## config.mk

```make
export PLATFORM = sky130hd
export DESIGN_NAME = cbm_mapper
export DESIGN_NICKNAME = d
export VERILOG_FILES = /design/src/design/cbm_pkg.sv /design/src/design/cbm_mapper.sv
export SDC_FILE = /design/constraint.sdc
export NUM_CORES = 1
export LEC_CHECK = 0
export ABC_AREA = 1
export BUFFER_PORTS_ARGS = -buffer_cell sky130_fd_sc_hd__clkbuf_2
export CORE_MARGIN = 2
export CORE_UTILIZATION = 45
export DETAILED_ROUTE_END_ITERATION = 16
export MAX_ROUTING_LAYER = met4
export PLACE_DENSITY = 0.82
export SYNTH_ARGS = -nofsm -noshare
export SYNTH_HDL_FRONTEND = slang
export SYNTH_SLANG_ARGS = --single-unit
```

## constraint.sdc

```tcl
create_clock -name clk -period 3.06 [get_ports clk]
set_input_delay 0.612 -clock clk [delete_from_list [all_inputs] [get_ports clk]]
set_output_delay 0.612 -clock clk [all_outputs]
set_load 0.01 [all_outputs]
```

## src/design/cbm_pkg.sv

```systemverilog
// Shared types and constants for the cartridge bank mapper.
package cbm_pkg;

    // Fixed field widths of the bus and result channels
    localparam int unsigned AddrW    = 16;
    localparam int unsigned DataW    = 8;
    localparam int unsigned RomAddrW = 21;
    localparam int unsigned RamOffW  = 15;

    // Data returned for open bus and the RAM fill pattern
    localparam logic [DataW-1:0] OpenBus = 8'hFF;

    // Result kinds
    typedef enum logic [1:0] {
        KIND_ROM   = 2'd0,
        KIND_READ  = 2'd1,
        KIND_WRITE = 2'd2
    } kind_t;

    // Configuration register indexes
    typedef enum logic {
        CFG_ROM_SIZE  = 1'b0,
        CFG_RAM_BANKS = 1'b1
    } cfg_index_t;

    // Mapper register select, address bits 14:13 of a write below 0x8000
    typedef enum logic [1:0] {
        SEL_RAM_ENABLE = 2'd0,
        SEL_ROM_LOW    = 2'd1,
        SEL_BANK_HIGH  = 2'd2,
        SEL_MODE       = 2'd3
    } reg_sel_t;

    // Low nibble that enables cartridge RAM
    localparam logic [3:0] RamEnableKey = 4'hA;

    // Decoded access, passed from the mapper into the pipeline
    typedef struct packed {
        kind_t                 kind;
        logic [RomAddrW-1:0]   rom_address;
        logic                  ram_read;
        logic                  ram_write;
    } access_t;

endpackage

```

## src/design/cbm_mapper.sv

```systemverilog
// Mapper and configuration registers with the bus access decoder.
module cbm_mapper #(
    parameter int unsigned RAM_BYTES     = 32768,
    parameter int unsigned ROM_ADDR_BITS = 21
) (
    input  logic                         clk,
    input  logic                         rst_n,
    input  logic                         cfg_we,
    input  cbm_pkg::cfg_index_t          cfg_index,
    input  logic [4:0]                   cfg_data,
    input  logic                         accept,
    input  logic                         command,
    input  logic [cbm_pkg::AddrW-1:0]    address,
    input  logic [cbm_pkg::DataW-1:0]    write_data,
    output cbm_pkg::access_t             acc,
    output logic [$clog2(RAM_BYTES)-1:0] ram_index
);
    import cbm_pkg::*;

    localparam int unsigned RamAw    = $clog2(RAM_BYTES);
    localparam logic [RamOffW:0] RamLimit = (RamOffW+1)'(RAM_BYTES);

    logic [4:0] rom_size_reg;
    logic [2:0] ram_cnt_reg;
    logic       ram_en_reg,  ram_en_next;
    logic [6:0] rom_bnk_reg, rom_bnk_next;
    logic [1:0] ram_bnk_reg, ram_bnk_next;
    logic       mode_reg,    mode_next;

    logic                is_write;
    logic                in_ram_window;
    logic                ram_hit;
    logic [RamOffW-1:0]  ram_off;
    logic [RomAddrW-1:0] rom_mask;
    logic [RomAddrW-1:0] bank_addr;
    logic [6:0]          bank_low_set;
    logic [6:0]          bank_high_set;

    // Configuration registers
    always_ff @(posedge clk or negedge rst_n)
    begin
        if (!rst_n)
        begin
            rom_size_reg <= 5'd15;
            ram_cnt_reg  <= 3'd0;
        end
        else if (cfg_we)
        begin
            case (cfg_index)
                CFG_ROM_SIZE:  rom_size_reg <= cfg_data;
                CFG_RAM_BANKS: ram_cnt_reg  <= cfg_data[2:0];
                default:       rom_size_reg <= rom_size_reg;
            endcase
        end
    end

    assign is_write = command;

    // Next values of the mapper registers on a write below 0x8000
    always_comb
    begin
        bank_low_set  = {rom_bnk_reg[6:5], write_data[4:0]};
        bank_high_set = {write_data[1:0], rom_bnk_reg[4:0]};
        ram_en_next   = ram_en_reg;
        rom_bnk_next  = rom_bnk_reg;
        ram_bnk_next  = ram_bnk_reg;
        mode_next     = mode_reg;
        if (accept && is_write && !address[15])
        begin
            case (reg_sel_t'(address[14:13]))
                SEL_RAM_ENABLE:
                begin
                    ram_en_next = (write_data[3:0] == RamEnableKey);
                end
                SEL_ROM_LOW:
                begin
                    rom_bnk_next = (bank_low_set == 7'd0) ? 7'd1 : bank_low_set;
                end
                SEL_BANK_HIGH:
                begin
                    if (mode_reg)
                    begin
                        ram_bnk_next = write_data[1:0];
                    end
                    else
                    begin
                        rom_bnk_next = (bank_high_set == 7'd0) ? 7'd1 : bank_high_set;
                    end
                end
                SEL_MODE:
                begin
                    mode_next = write_data[0];
                    if (!write_data[0])
                    begin
                        ram_bnk_next = 2'd0;
                    end
                end
                default:
                begin
                    mode_next = mode_reg;
                end
            endcase
        end
    end

    always_ff @(posedge clk or negedge rst_n)
    begin
        if (!rst_n)
        begin
            ram_en_reg  <= 1'b0;
            rom_bnk_reg <= 7'd1;
            ram_bnk_reg <= 2'd0;
            mode_reg    <= 1'b0;
        end
        else
        begin
            ram_en_reg  <= ram_en_next;
            rom_bnk_reg <= rom_bnk_next;
            ram_bnk_reg <= ram_bnk_next;
            mode_reg    <= mode_next;
        end
    end

    // Wrap mask for the switchable ROM window
    always_comb
    begin
        for (int i = 0; i < RomAddrW; i++)
        begin
            rom_mask[i] = (5'(i) < rom_size_reg) && (i < ROM_ADDR_BITS);
        end
    end

    assign bank_addr = {rom_bnk_reg, address[13:0]} & rom_mask;

    // Cartridge RAM reach
    assign in_ram_window = (address[15:13] == 3'b101);
    assign ram_off       = {ram_bnk_reg, address[12:0]};
    assign ram_hit       = in_ram_window && ram_en_reg
                        && ({1'b0, ram_bnk_reg} < ram_cnt_reg)
                        && ({1'b0, ram_off} < RamLimit);
    assign ram_index     = ram_off[RamAw-1:0];

    // Decode the access
    always_comb
    begin
        acc.rom_address = '0;
        acc.ram_read    = 1'b0;
        acc.ram_write   = 1'b0;
        if (is_write)
        begin
            acc.kind      = KIND_WRITE;
            acc.ram_write = ram_hit;
        end
        else if (address[15:14] == 2'b00)
        begin
            acc.kind        = KIND_ROM;
            acc.rom_address = RomAddrW'(address);
        end
        else if (!address[15])
        begin
            acc.kind        = KIND_ROM;
            acc.rom_address = bank_addr;
        end
        else
        begin
            acc.kind     = KIND_READ;
            acc.ram_read = ram_hit;
        end
    end

endmodule

```

==> out/results.ini, run 1 <==
[placement]
io_buffers = 71
place_hpwl_mm = 2.75
gp_routability_congestion = 0.867

[routing]
first_pass_iters = 4
wl_per_cell_um = 10.3
drc = 0
route.met3.wl_um = 177
antenna_left = 0
drt_iter0_drc = 63
via_per_inst = 4.74
drt-met1-wl_mm = 1.55
num_vias = 1489
finalWirelength_mm = 3.22
highest_layer = met4
routed-wl-met2_mm = 1.49

[clocking]
htreeDepth = 1
holdBufCountCts = 0
cts_made_buffers = 3
cts_setup_buffers = 0
cts.sink_count = 19
cts_tree = yes
cts_resized = 0
cts_root_buffer = clkbuf_4
clockBufferDepth = 2
clkTransAtPathRegs_ps = 120
clock_latency_ps = 310

[global_route]
grt_antenna_before_repair = 0
grt-ovfl-total = 0
grt_pass1_wl_mm = 5.34
grt_max_degree = 20
grt_pass1_vias = 1249
grtUsageTotal = 0.195

[finish]
fillers = 304
most-common-layout-cells = clkbuf_2, nand2_1, nor2_1, inv_1, dfrtp_1
largest_reg_flops = 7
regArea_um2 = 482
fin_nets = 307
drive_gt1_frac = 0.378
diodes = 0
layout_commonest_cell = clkbuf_2
syn2layout_area_growth_pct = 22.4
multiInputGateArea_um2 = 734

[synthesis]
synth_cell_types = 31
yosysWarnings = 0
ys_seq_area_frac = 0.330
ys_ff_latch = 19
syn_nets = 246
synthCells = 210
syn_area_per_cell_um2 = 6.95
mappedNetlistArea_mm2 = 0.00146

[critical_path]
cp-start-kind = flip-flop
cp_cell_sequence = inv_1 -> nand2_1 -> o21ai_0 -> nor4_1 -> clkbuf_2
cp_slowest_cell = dfstp_2
cp_slowest_stage_delay_ps = 620
crit_arrival_ps = 1700
critical_path.top_delay_family = flip-flops
path_max_fanout = 7
cp_num_buf_inv = 2
worstPathRequired_ps = 2450
critPathCaptureType = primary output
critical_path_class = flip-flop to primary output

[floorplanning]
fp.dieW_um = 60.9
rows = 20
ioPinCount = 75
die_h_um = 60.9
core_area_mm2 = 0.00308
dieArea_mm2 = 0.00371
start_util = 0.474

[sta]
worst_pin_slew_ps = 457
period_needed_ps = 2310
slew_violations = 0
rsz0062_at_grt = false
final-hold-violation-count = 0
setup_tns_ps = 0
setup_violations = 0
hold_ws_ps = 222
timing.clock.skew_ps = 17.1
max_freq_mhz = 432
max_slew_margin = 0.695
finalCritPeriodShare = 0.756

[power]
power.density_mw_per_mm2 = 386
power.switching_mw = 0.252
p_int_mw = 0.438
p_leak_nw = 0.998
clockPowerShare = 0.190
p_seq_frac = 0.493
swShare = 0.365
peakVddDrop_mv = 0.263
pwr-share-comb = 0.317

[flow_run]
cap_viol_max_count = 0

[hold_path]
hold_path_class = input port to async pin

[outcome]
status = finished clean

## layout make-up
| cell class | instances | share of cell area |
|---|---|---|
| Clock buffer | 3 | 0.0126 |
| Clock inverter | 1 | 0.00420 |
| Timing Repair Buffer | 72 | 0.203 |
| Inverter | 31 | 0.0680 |
| Sequential cell | 19 | 0.270 |
| Tap cell | 44 | 0.0308 |
| Multi-Input combinational cell | 144 | 0.411 |
## metal layers
layer,GRT usage,vias up
li1,-,781
met1,0.268,658
met2,0.301,48
met3,0.0405,2
met4,0.0342,0
met5,-,-
## per-stage QoR
step	cells	worst slack, ps	instance area, µm²	power (mW)	utilization
4_1_cts	314	747	1790	0.695	0.580
3_5_place_dp	310	797	1760	0.565	0.570
2_1_floorplan	210	1140	1460	0.488	-
3_3_place_gp	310	760	1760	0.559	0.570
6_report	314	747	1790	0.690	0.580
5_1_grt	314	615	1790	0.745	0.580
## logic make-up after synthesis
| logic type | Yosys count | synth area share |
|---|---|---|
| buf+inv | 47 | 0.166 |
| mux | 1 | 0.00772 |
| fa+ha+maj | 1 | 0.00857 |
| simple gates | 115 | 0.381 |
| compound gates | 27 | 0.106 |
| flops | 19 | 0.330 |
## power by group through the flow
stage          Clock [mW]  Sequential, mW  Combinational [mW]
2_1_floorplan           0           0.337               0.150
3_3_place_gp            0           0.343               0.216
3_5_place_dp            0           0.345               0.220
4_1_cts             0.133           0.340               0.221
5_1_grt             0.148           0.347               0.251
6_report            0.131           0.340               0.219
## cell usage after synthesis
cell type | number | share of area
nor2_4 | 3 | 0.023
clkinv_4 | 1 | 0.0060
nor4_1 | 3 | 0.013
a211oi_1 | 2 | 0.010
inv_1 | 26 | 0.067
dfrtp_1 | 14 | 0.24
nand4_1 | 6 | 0.026
ha_1 | 1 | 0.0086
nor3_1 | 3 | 0.010
a31oi_1 | 1 | 0.0043
o21ai_0 | 11 | 0.038
nand3_1 | 8 | 0.027
buf_4 | 14 | 0.072
o211ai_1 | 2 | 0.010
nor2_2 | 1 | 0.0043
nand2_1 | 50 | 0.13
nand2_2 | 4 | 0.017
a21oi_2 | 1 | 0.0060
o21bai_1 | 1 | 0.0051
a21boi_0 | 1 | 0.0051
nand3_2 | 3 | 0.021
a21oi_1 | 5 | 0.017
buf_6 | 1 | 0.0077
o21ai_1 | 3 | 0.010
buf_2 | 1 | 0.0034
dfstp_2 | 5 | 0.090
mux2_2 | 1 | 0.0077
nor3b_1 | 3 | 0.015
nor2_1 | 28 | 0.072
inv_2 | 4 | 0.010
nand2_4 | 3 | 0.023
## worst paths after layout
| path | start | to | cells after the start | slack (ps) |
|---|---|---|---|---|
| min | rst_n | ram_bnk_reg[1]$_DFFE_PN0P_ | 1 | 220 |
| max in group asynchronous | rst_n | rom_bnk_reg[0]$_DFFE_PN1P_ | 1 | 2470 |
| min reg2reg | rom_bnk_reg[6]$_DFFE_PN0P_ | rom_bnk_reg[6]$_DFFE_PN0P_ | 2 | 480 |
| max reg2reg | rom_bnk_reg[2]$_DFFE_PN0P_ | rom_bnk_reg[3]$_DFFE_PN0P_ | 8 | 1870 |
| min in group clk | rom_bnk_reg[6]$_DFFE_PN0P_ | rom_bnk_reg[6]$_DFFE_PN0P_ | 2 | 480 |
| max | rom_size_reg[2]$_DFFE_PN1P_ | acc[20] | 5 | 750 |
No activity file was read; power rests on OpenSTA's default activity.
==> run 2: changes to the inputs <==
clock period = 2.24 ns   (was 3.06 ns; I/O delays follow)
==> run 2 against run 1 <==
- critical path depth stayed put
- global-route usage hardly changed
- register-to-register slack worse by 840 ps
- wire length is 2.9% higher
- count of clock-buffer cells in the layout is 1 higher
- core utilization is 0.61 points higher
- critical path type unchanged
==> out/results.ini, run 2 (same netlist as run 1, synthesis figures left out) <==
[finish]
layout_commonest_cell = clkbuf_2  ; unchanged
most-common-layout-cells = clkbuf_2, nand2_1, nor2_1, inv_1, dfrtp_1  ; unchanged
syn2layout_area_growth_pct = 23.7  ; was 22.4%
fin_nets = 310  ; was 307
drive_gt1_frac = 0.381  ; was 0.378
diodes = 0  ; unchanged
largest_reg_flops = 7  ; unchanged
fillers = 308  ; was 304
finalInstanceArea_mm2 = 0.00180  ; was 0.00179 mm²

[critical_path]
cp_slowest_cell = dfstp_2  ; unchanged
path_max_fanout = 6  ; was 7
critical_path.top_delay_family = flip-flops  ; unchanged
critical_path_class = flip-flop to primary output  ; unchanged
cp_cell_sequence = inv_1 -> nand2_1 -> o21ai_0 -> nor4_1 -> clkbuf_2  ; unchanged
cp-start-kind = flip-flop  ; unchanged
cp_slowest_stage_delay_ps = 590  ; was 620 ps
cp_num_buf_inv = 2  ; unchanged
critPathCaptureType = primary output  ; unchanged
worstPathRequired_ps = 1790  ; was 2450 ps
crit_arrival_ps = 1630  ; was 1700 ps

[clocking]
cts.sink_count = 19  ; unchanged
clock_latency_ps = 300  ; was 310 ps
clkTransAtPathRegs_ps = 100  ; was 120 ps
clockBufferDepth = 2  ; unchanged
htreeDepth = 1  ; unchanged
cts_made_buffers = 3  ; unchanged
cts_tree = yes  ; unchanged
cts_resized = 0  ; unchanged
cts_root_buffer = clkbuf_4  ; unchanged

[floorplanning]
dieArea_mm2 = 0.00371  ; unchanged
fp.dieW_um = 60.9  ; unchanged
rows = 20  ; unchanged
die_h_um = 60.9  ; unchanged
core_area_mm2 = 0.00308  ; unchanged
start_util = 0.474  ; unchanged
ioPinCount = 75  ; unchanged

[sta]
max_slew_margin = 0.691  ; was 0.695
rsz0062_at_grt = false  ; unchanged
finalCritPeriodShare = 0.926
slew_violations = 0  ; unchanged
period_needed_ps = 2080
setup_tns_ps = 0  ; unchanged
final-hold-violation-count = 0  ; unchanged
timing.clock.skew_ps = 6.49  ; was 17.1 ps
hold_ws_ps = 75.9  ; was 222 ps
max_freq_mhz = 482
setup_violations = 0  ; unchanged
worst_pin_slew_ps = 464  ; was 457 ps

[global_route]
grt_antenna_before_repair = 0  ; unchanged
grt-ovfl-total = 0  ; unchanged
grt_pass1_wl_mm = 5.33  ; was 5.34 mm
gr-max-usage-layer = met2  ; unchanged
grtUsageTotal = 0.194  ; was 0.195
grt_util_met2 = 0.284  ; was 0.301
grt_max_degree = 20  ; unchanged
grtUsageMet3 = 0.0341  ; was 0.0405
grt_pass1_vias = 1223  ; was 1,249
use_met1 = 0.274  ; was 0.268

[routing]
finalWirelength_mm = 3.32  ; was 3.22 mm
via_per_inst = 4.74  ; about the same
first_pass_iters = 4  ; unchanged
antenna_left = 0  ; unchanged
drc = 0  ; unchanged
num_vias = 1502  ; was 1,489
drt_iter0_drc = 53  ; was 63
wl_per_cell_um = 10.5  ; was 10.3 µm

[flow_run]
cap_viol_max_count = 0  ; unchanged

[power]
p_leak_nw = 1.01  ; was 0.998 nW
power.density_mw_per_mm2 = 524  ; was 386 mW/mm²
power_mw = 0.946  ; was 0.690 mW
peakVddDrop_mv = 0.345  ; was 0.263 mV

[hold_path]
hold_path_class = input port to async pin  ; unchanged

[outcome]
status = finished clean  ; unchanged

[placement]
gp_routability_congestion = 0.871  ; was 0.867
placed_area_mm2 = 0.00176  ; unchanged
io_buffers = 71  ; unchanged
place_hpwl_mm = 2.72  ; was 2.75 mm

run 2: cell count changes in the layout (fill, tap and decap cells not counted), sizes merged:
cell,before,now
buf,1,4
clkbuf,74,75
clkinvlp,1,0
run 2: final cells by class:
type / instances / area, µm² / share of cell area
flip-flops and latches: 19 / 482 / 0.267
clock buffers: 4 / 26.3 / 0.0146
repair buffers: 75 / 385 / 0.214
inverters: 31 / 121 / 0.0673
multi-input cells: 144 / 734 / 0.407
well taps: 44 / 55.1 / 0.0305
run 2: stage by stage:
stage / util / setup WS (ps) / cells
floorplan: - / 588 / 210
global placement: 0.570 / 348 / 310
detailed placement: 0.570 / 355 / 310
CTS: 0.579 / 115 / 314
global route: 0.586 / 32.7 / 317
finish: 0.586 / 165 / 317
run 2: per-layer routing:
metal  vias up  share of wire
met5         -              0
met4         0          0.015
met3         6          0.057
met2        54           0.44
met1       654           0.49
li1        788              -
run 2: final timing paths:
check                                       startpoint                           to  slack, ps  depth (start not counted)
setup / recovery           rom_size_reg[2]$_DFFE_PN1P_                      acc[20]        160                          5
hold / removal                                   rst_n   ram_bnk_reg[1]$_DFFE_PN0P_         80                          1
setup reg to reg            rom_bnk_reg[2]$_DFFE_PN0P_   rom_bnk_reg[3]$_DFFE_PN0P_       1030                          8
hold reg to reg             rom_bnk_reg[6]$_DFFE_PN0P_   rom_bnk_reg[6]$_DFFE_PN0P_        480                          2
max in group asynchronous                        rst_n  rom_size_reg[3]$_DFFE_PN1P_       1810                          1
min in group clk                           cfg_data[1]  rom_size_reg[1]$_DFFE_PN1P_        360                          3
run 2: power breakdown:
part	internal (mW)	switching [mW]
Clock	0.0695	0.101
Combinational	0.125	0.187
Sequential	0.413	0.0502
run 2: timing repair:
action / CTS / global route
setup buffers: 0 / 3
endpoints found under the hold margin: 0 / 0
hold buffers: 0 / 0
endpoints found under the setup margin: 0 / 1
==> run 3: changes to the inputs <==
BUFFER_PORTS_ARGS = -buffer_cell sky130_fd_sc_hd__buf_2   (was -buffer_cell sky130_fd_sc_hd__clkbuf_2)
==> run 3 against run 2 <==
- global-route usage is 0.49 points higher
- clock power hardly changed
- first-iteration DRC count rose by 11%
- largest power group unchanged
- critical endpoint unchanged
- combinational power hardly changed
- core utilization fell by 0.16 points
==> out/results.ini, run 3 (same netlist as run 1, synthesis figures left out) <==
[outcome]
status = finished clean  ; unchanged

[sta]
hold_ws_ps = 60.0  ; was 75.9 ps
timing.clock.skew_ps = 7.48  ; was 6.49 ps
final-hold-violation-count = 0  ; unchanged
worst_pin_slew_ps = 416  ; was 464 ps
finalCritPeriodShare = 0.926  ; about the same
period_needed_ps = 2070  ; was 2080 ps
max_slew_margin = 0.722  ; was 0.691
setup_violations = 0  ; unchanged
slew_violations = 0  ; unchanged
rsz0062_at_grt = false  ; unchanged
setup_tns_ps = 0  ; unchanged
max_freq_mhz = 482  ; about the same

[routing]
drt_iter0_drc = 59  ; was 53
finalWirelength_mm = 3.36  ; was 3.32 mm
wl_per_cell_um = 10.6  ; was 10.5 µm
first_pass_iters = 4  ; unchanged
via_per_inst = 4.81  ; was 4.74
antenna_left = 0  ; unchanged
drc = 0  ; unchanged
num_vias = 1521  ; was 1,502

[global_route]
grt_antenna_before_repair = 0  ; unchanged
grt-ovfl-total = 0  ; unchanged
grtUsageTotal = 0.199  ; was 0.194
grt_max_degree = 20  ; unchanged
grt_pass1_wl_mm = 5.39  ; was 5.33 mm
grt_pass1_vias = 1280  ; was 1,223

[finish]
layout_commonest_cell = buf_2  ; was clkbuf_2
largest_reg_flops = 7  ; unchanged
fin_nets = 309  ; was 310
drive_gt1_frac = 0.382  ; was 0.381
diodes = 0  ; unchanged
syn2layout_area_growth_pct = 23.3  ; was 23.7%
most-common-layout-cells = buf_2, nand2_1, nor2_1, inv_1, dfrtp_1  ; was clkbuf_2, nand2_1, nor2_1, inv_1, dfrtp_1
final_util = 0.585  ; was 0.586

[floorplanning]
core_area_mm2 = 0.00308  ; unchanged
start_util = 0.474  ; unchanged
fp.dieW_um = 60.9  ; unchanged
rows = 20  ; unchanged
die_h_um = 60.9  ; unchanged
ioPinCount = 75  ; unchanged
dieArea_mm2 = 0.00371  ; unchanged

[clocking]
cts.sink_count = 19  ; unchanged
htreeDepth = 1  ; unchanged
clock_latency_ps = 300  ; about the same
clockBufferDepth = 2  ; unchanged
cts_made_buffers = 3  ; unchanged
clkTransAtPathRegs_ps = 100  ; about the same
cts_tree = yes  ; unchanged
cts_root_buffer = clkbuf_4  ; unchanged

[placement]
gp_routability_congestion = 0.851  ; was 0.871
place_hpwl_mm = 2.75  ; was 2.72 mm
io_buffers = 71  ; unchanged

[flow_run]
cap_viol_max_count = 0  ; unchanged

[critical_path]
critPathCaptureType = primary output  ; unchanged
path_max_fanout = 5  ; was 6
critical_path_class = flip-flop to primary output  ; unchanged
cp-start-kind = flip-flop  ; unchanged
worstPathRequired_ps = 1790  ; about the same
crit_arrival_ps = 1630  ; about the same

[power]
peakVddDrop_mv = 0.298  ; was 0.345 mV
p_leak_nw = 1.02  ; was 1.01 nW
power.density_mw_per_mm2 = 525  ; was 524 mW/mm²

[hold_path]
hold_path_class = input port to async pin  ; unchanged

==> run 3: cell count changes in the layout (fill, tap and decap cells not counted) <==
cell / change
nand2_1: -1
o21ai_0: -1
clkbuf_2: -71
buf_2: +71
nand2_2: +1
o21ai_1: +1
buf_4: -1
==> run 3: critical path: stages, from the launching register on <==
cell     delay [ps]
dfstp_2         580
inv_1           110
nand2_2         100
o21ai_1          80
nor4_1          280
buf_2           180
==> run 3: final timing paths <==
| kind | depth (start not counted) | slack, ps | from | to |
|---|---|---|---|---|
| max | 5 | 170 | rom_size_reg[2]$_DFFE_PN1P_ | acc[20] |
| min | 1 | 60 | rst_n | ram_bnk_reg[0]$_DFFE_PN0P_ |
| max reg2reg | 8 | 1050 | rom_bnk_reg[2]$_DFFE_PN0P_ | rom_bnk_reg[4]$_DFFE_PN0P_ |
| min reg2reg | 2 | 480 | rom_bnk_reg[6]$_DFFE_PN0P_ | rom_bnk_reg[6]$_DFFE_PN0P_ |
| max in group asynchronous | 1 | 1840 | rst_n | rom_size_reg[1]$_DFFE_PN1P_ |
| min in group clk | 3 | 380 | cfg_data[3] | rom_size_reg[3]$_DFFE_PN1P_ |
==> run 3: power breakdown <==
group | internal, mW | leakage, nW | switching [mW]
Clock | 0.0695 | 0.0150 | 0.102
Combinational | 0.124 | 0.774 | 0.187
Sequential | 0.413 | 0.229 | 0.0499
==> run 3: per-layer routing <==
layer / vias to the layer above / part of all wire / global-route usage
met4: 0 / 0.011 / 0.0559
met1: 672 / 0.46 / 0.262
li1: 787 / - / -
met5: - / 0 / -
met2: 57 / 0.46 / 0.318
met3: 5 / 0.064 / 0.0320
==> run 3: layout make-up <==
cell class                      count  area (µm²)
Timing Repair Buffer               74         378
Fill cell                         314        1280
Inverter                           31         121
Sequential cell                    19         482
Tap cell                           44        55.1
Clock buffer                        4        26.3
Multi-Input combinational cell    144         737
==> run 3: timing repair <==
| item | 4_1_cts | 5_1_grt |
|---|---|---|
| buffers inserted | 0 | 2 |
| hold buffers | 0 | 0 |
| gates resized for setup | 0 | 2 |
| endpoints found under the setup margin | 0 | 1 |
==> run 3: per-stage QoR <==
stage	setup WS, ps	area (µm²)	total power [mW]	cells
detailed placement	352	1760	0.772	310
floorplan	588	1460	0.666	210
finish	167	1800	0.945	316
CTS	144	1780	0.947	314
global route	8.65	1800	1.03	316
global placement	360	1760	0.763	310
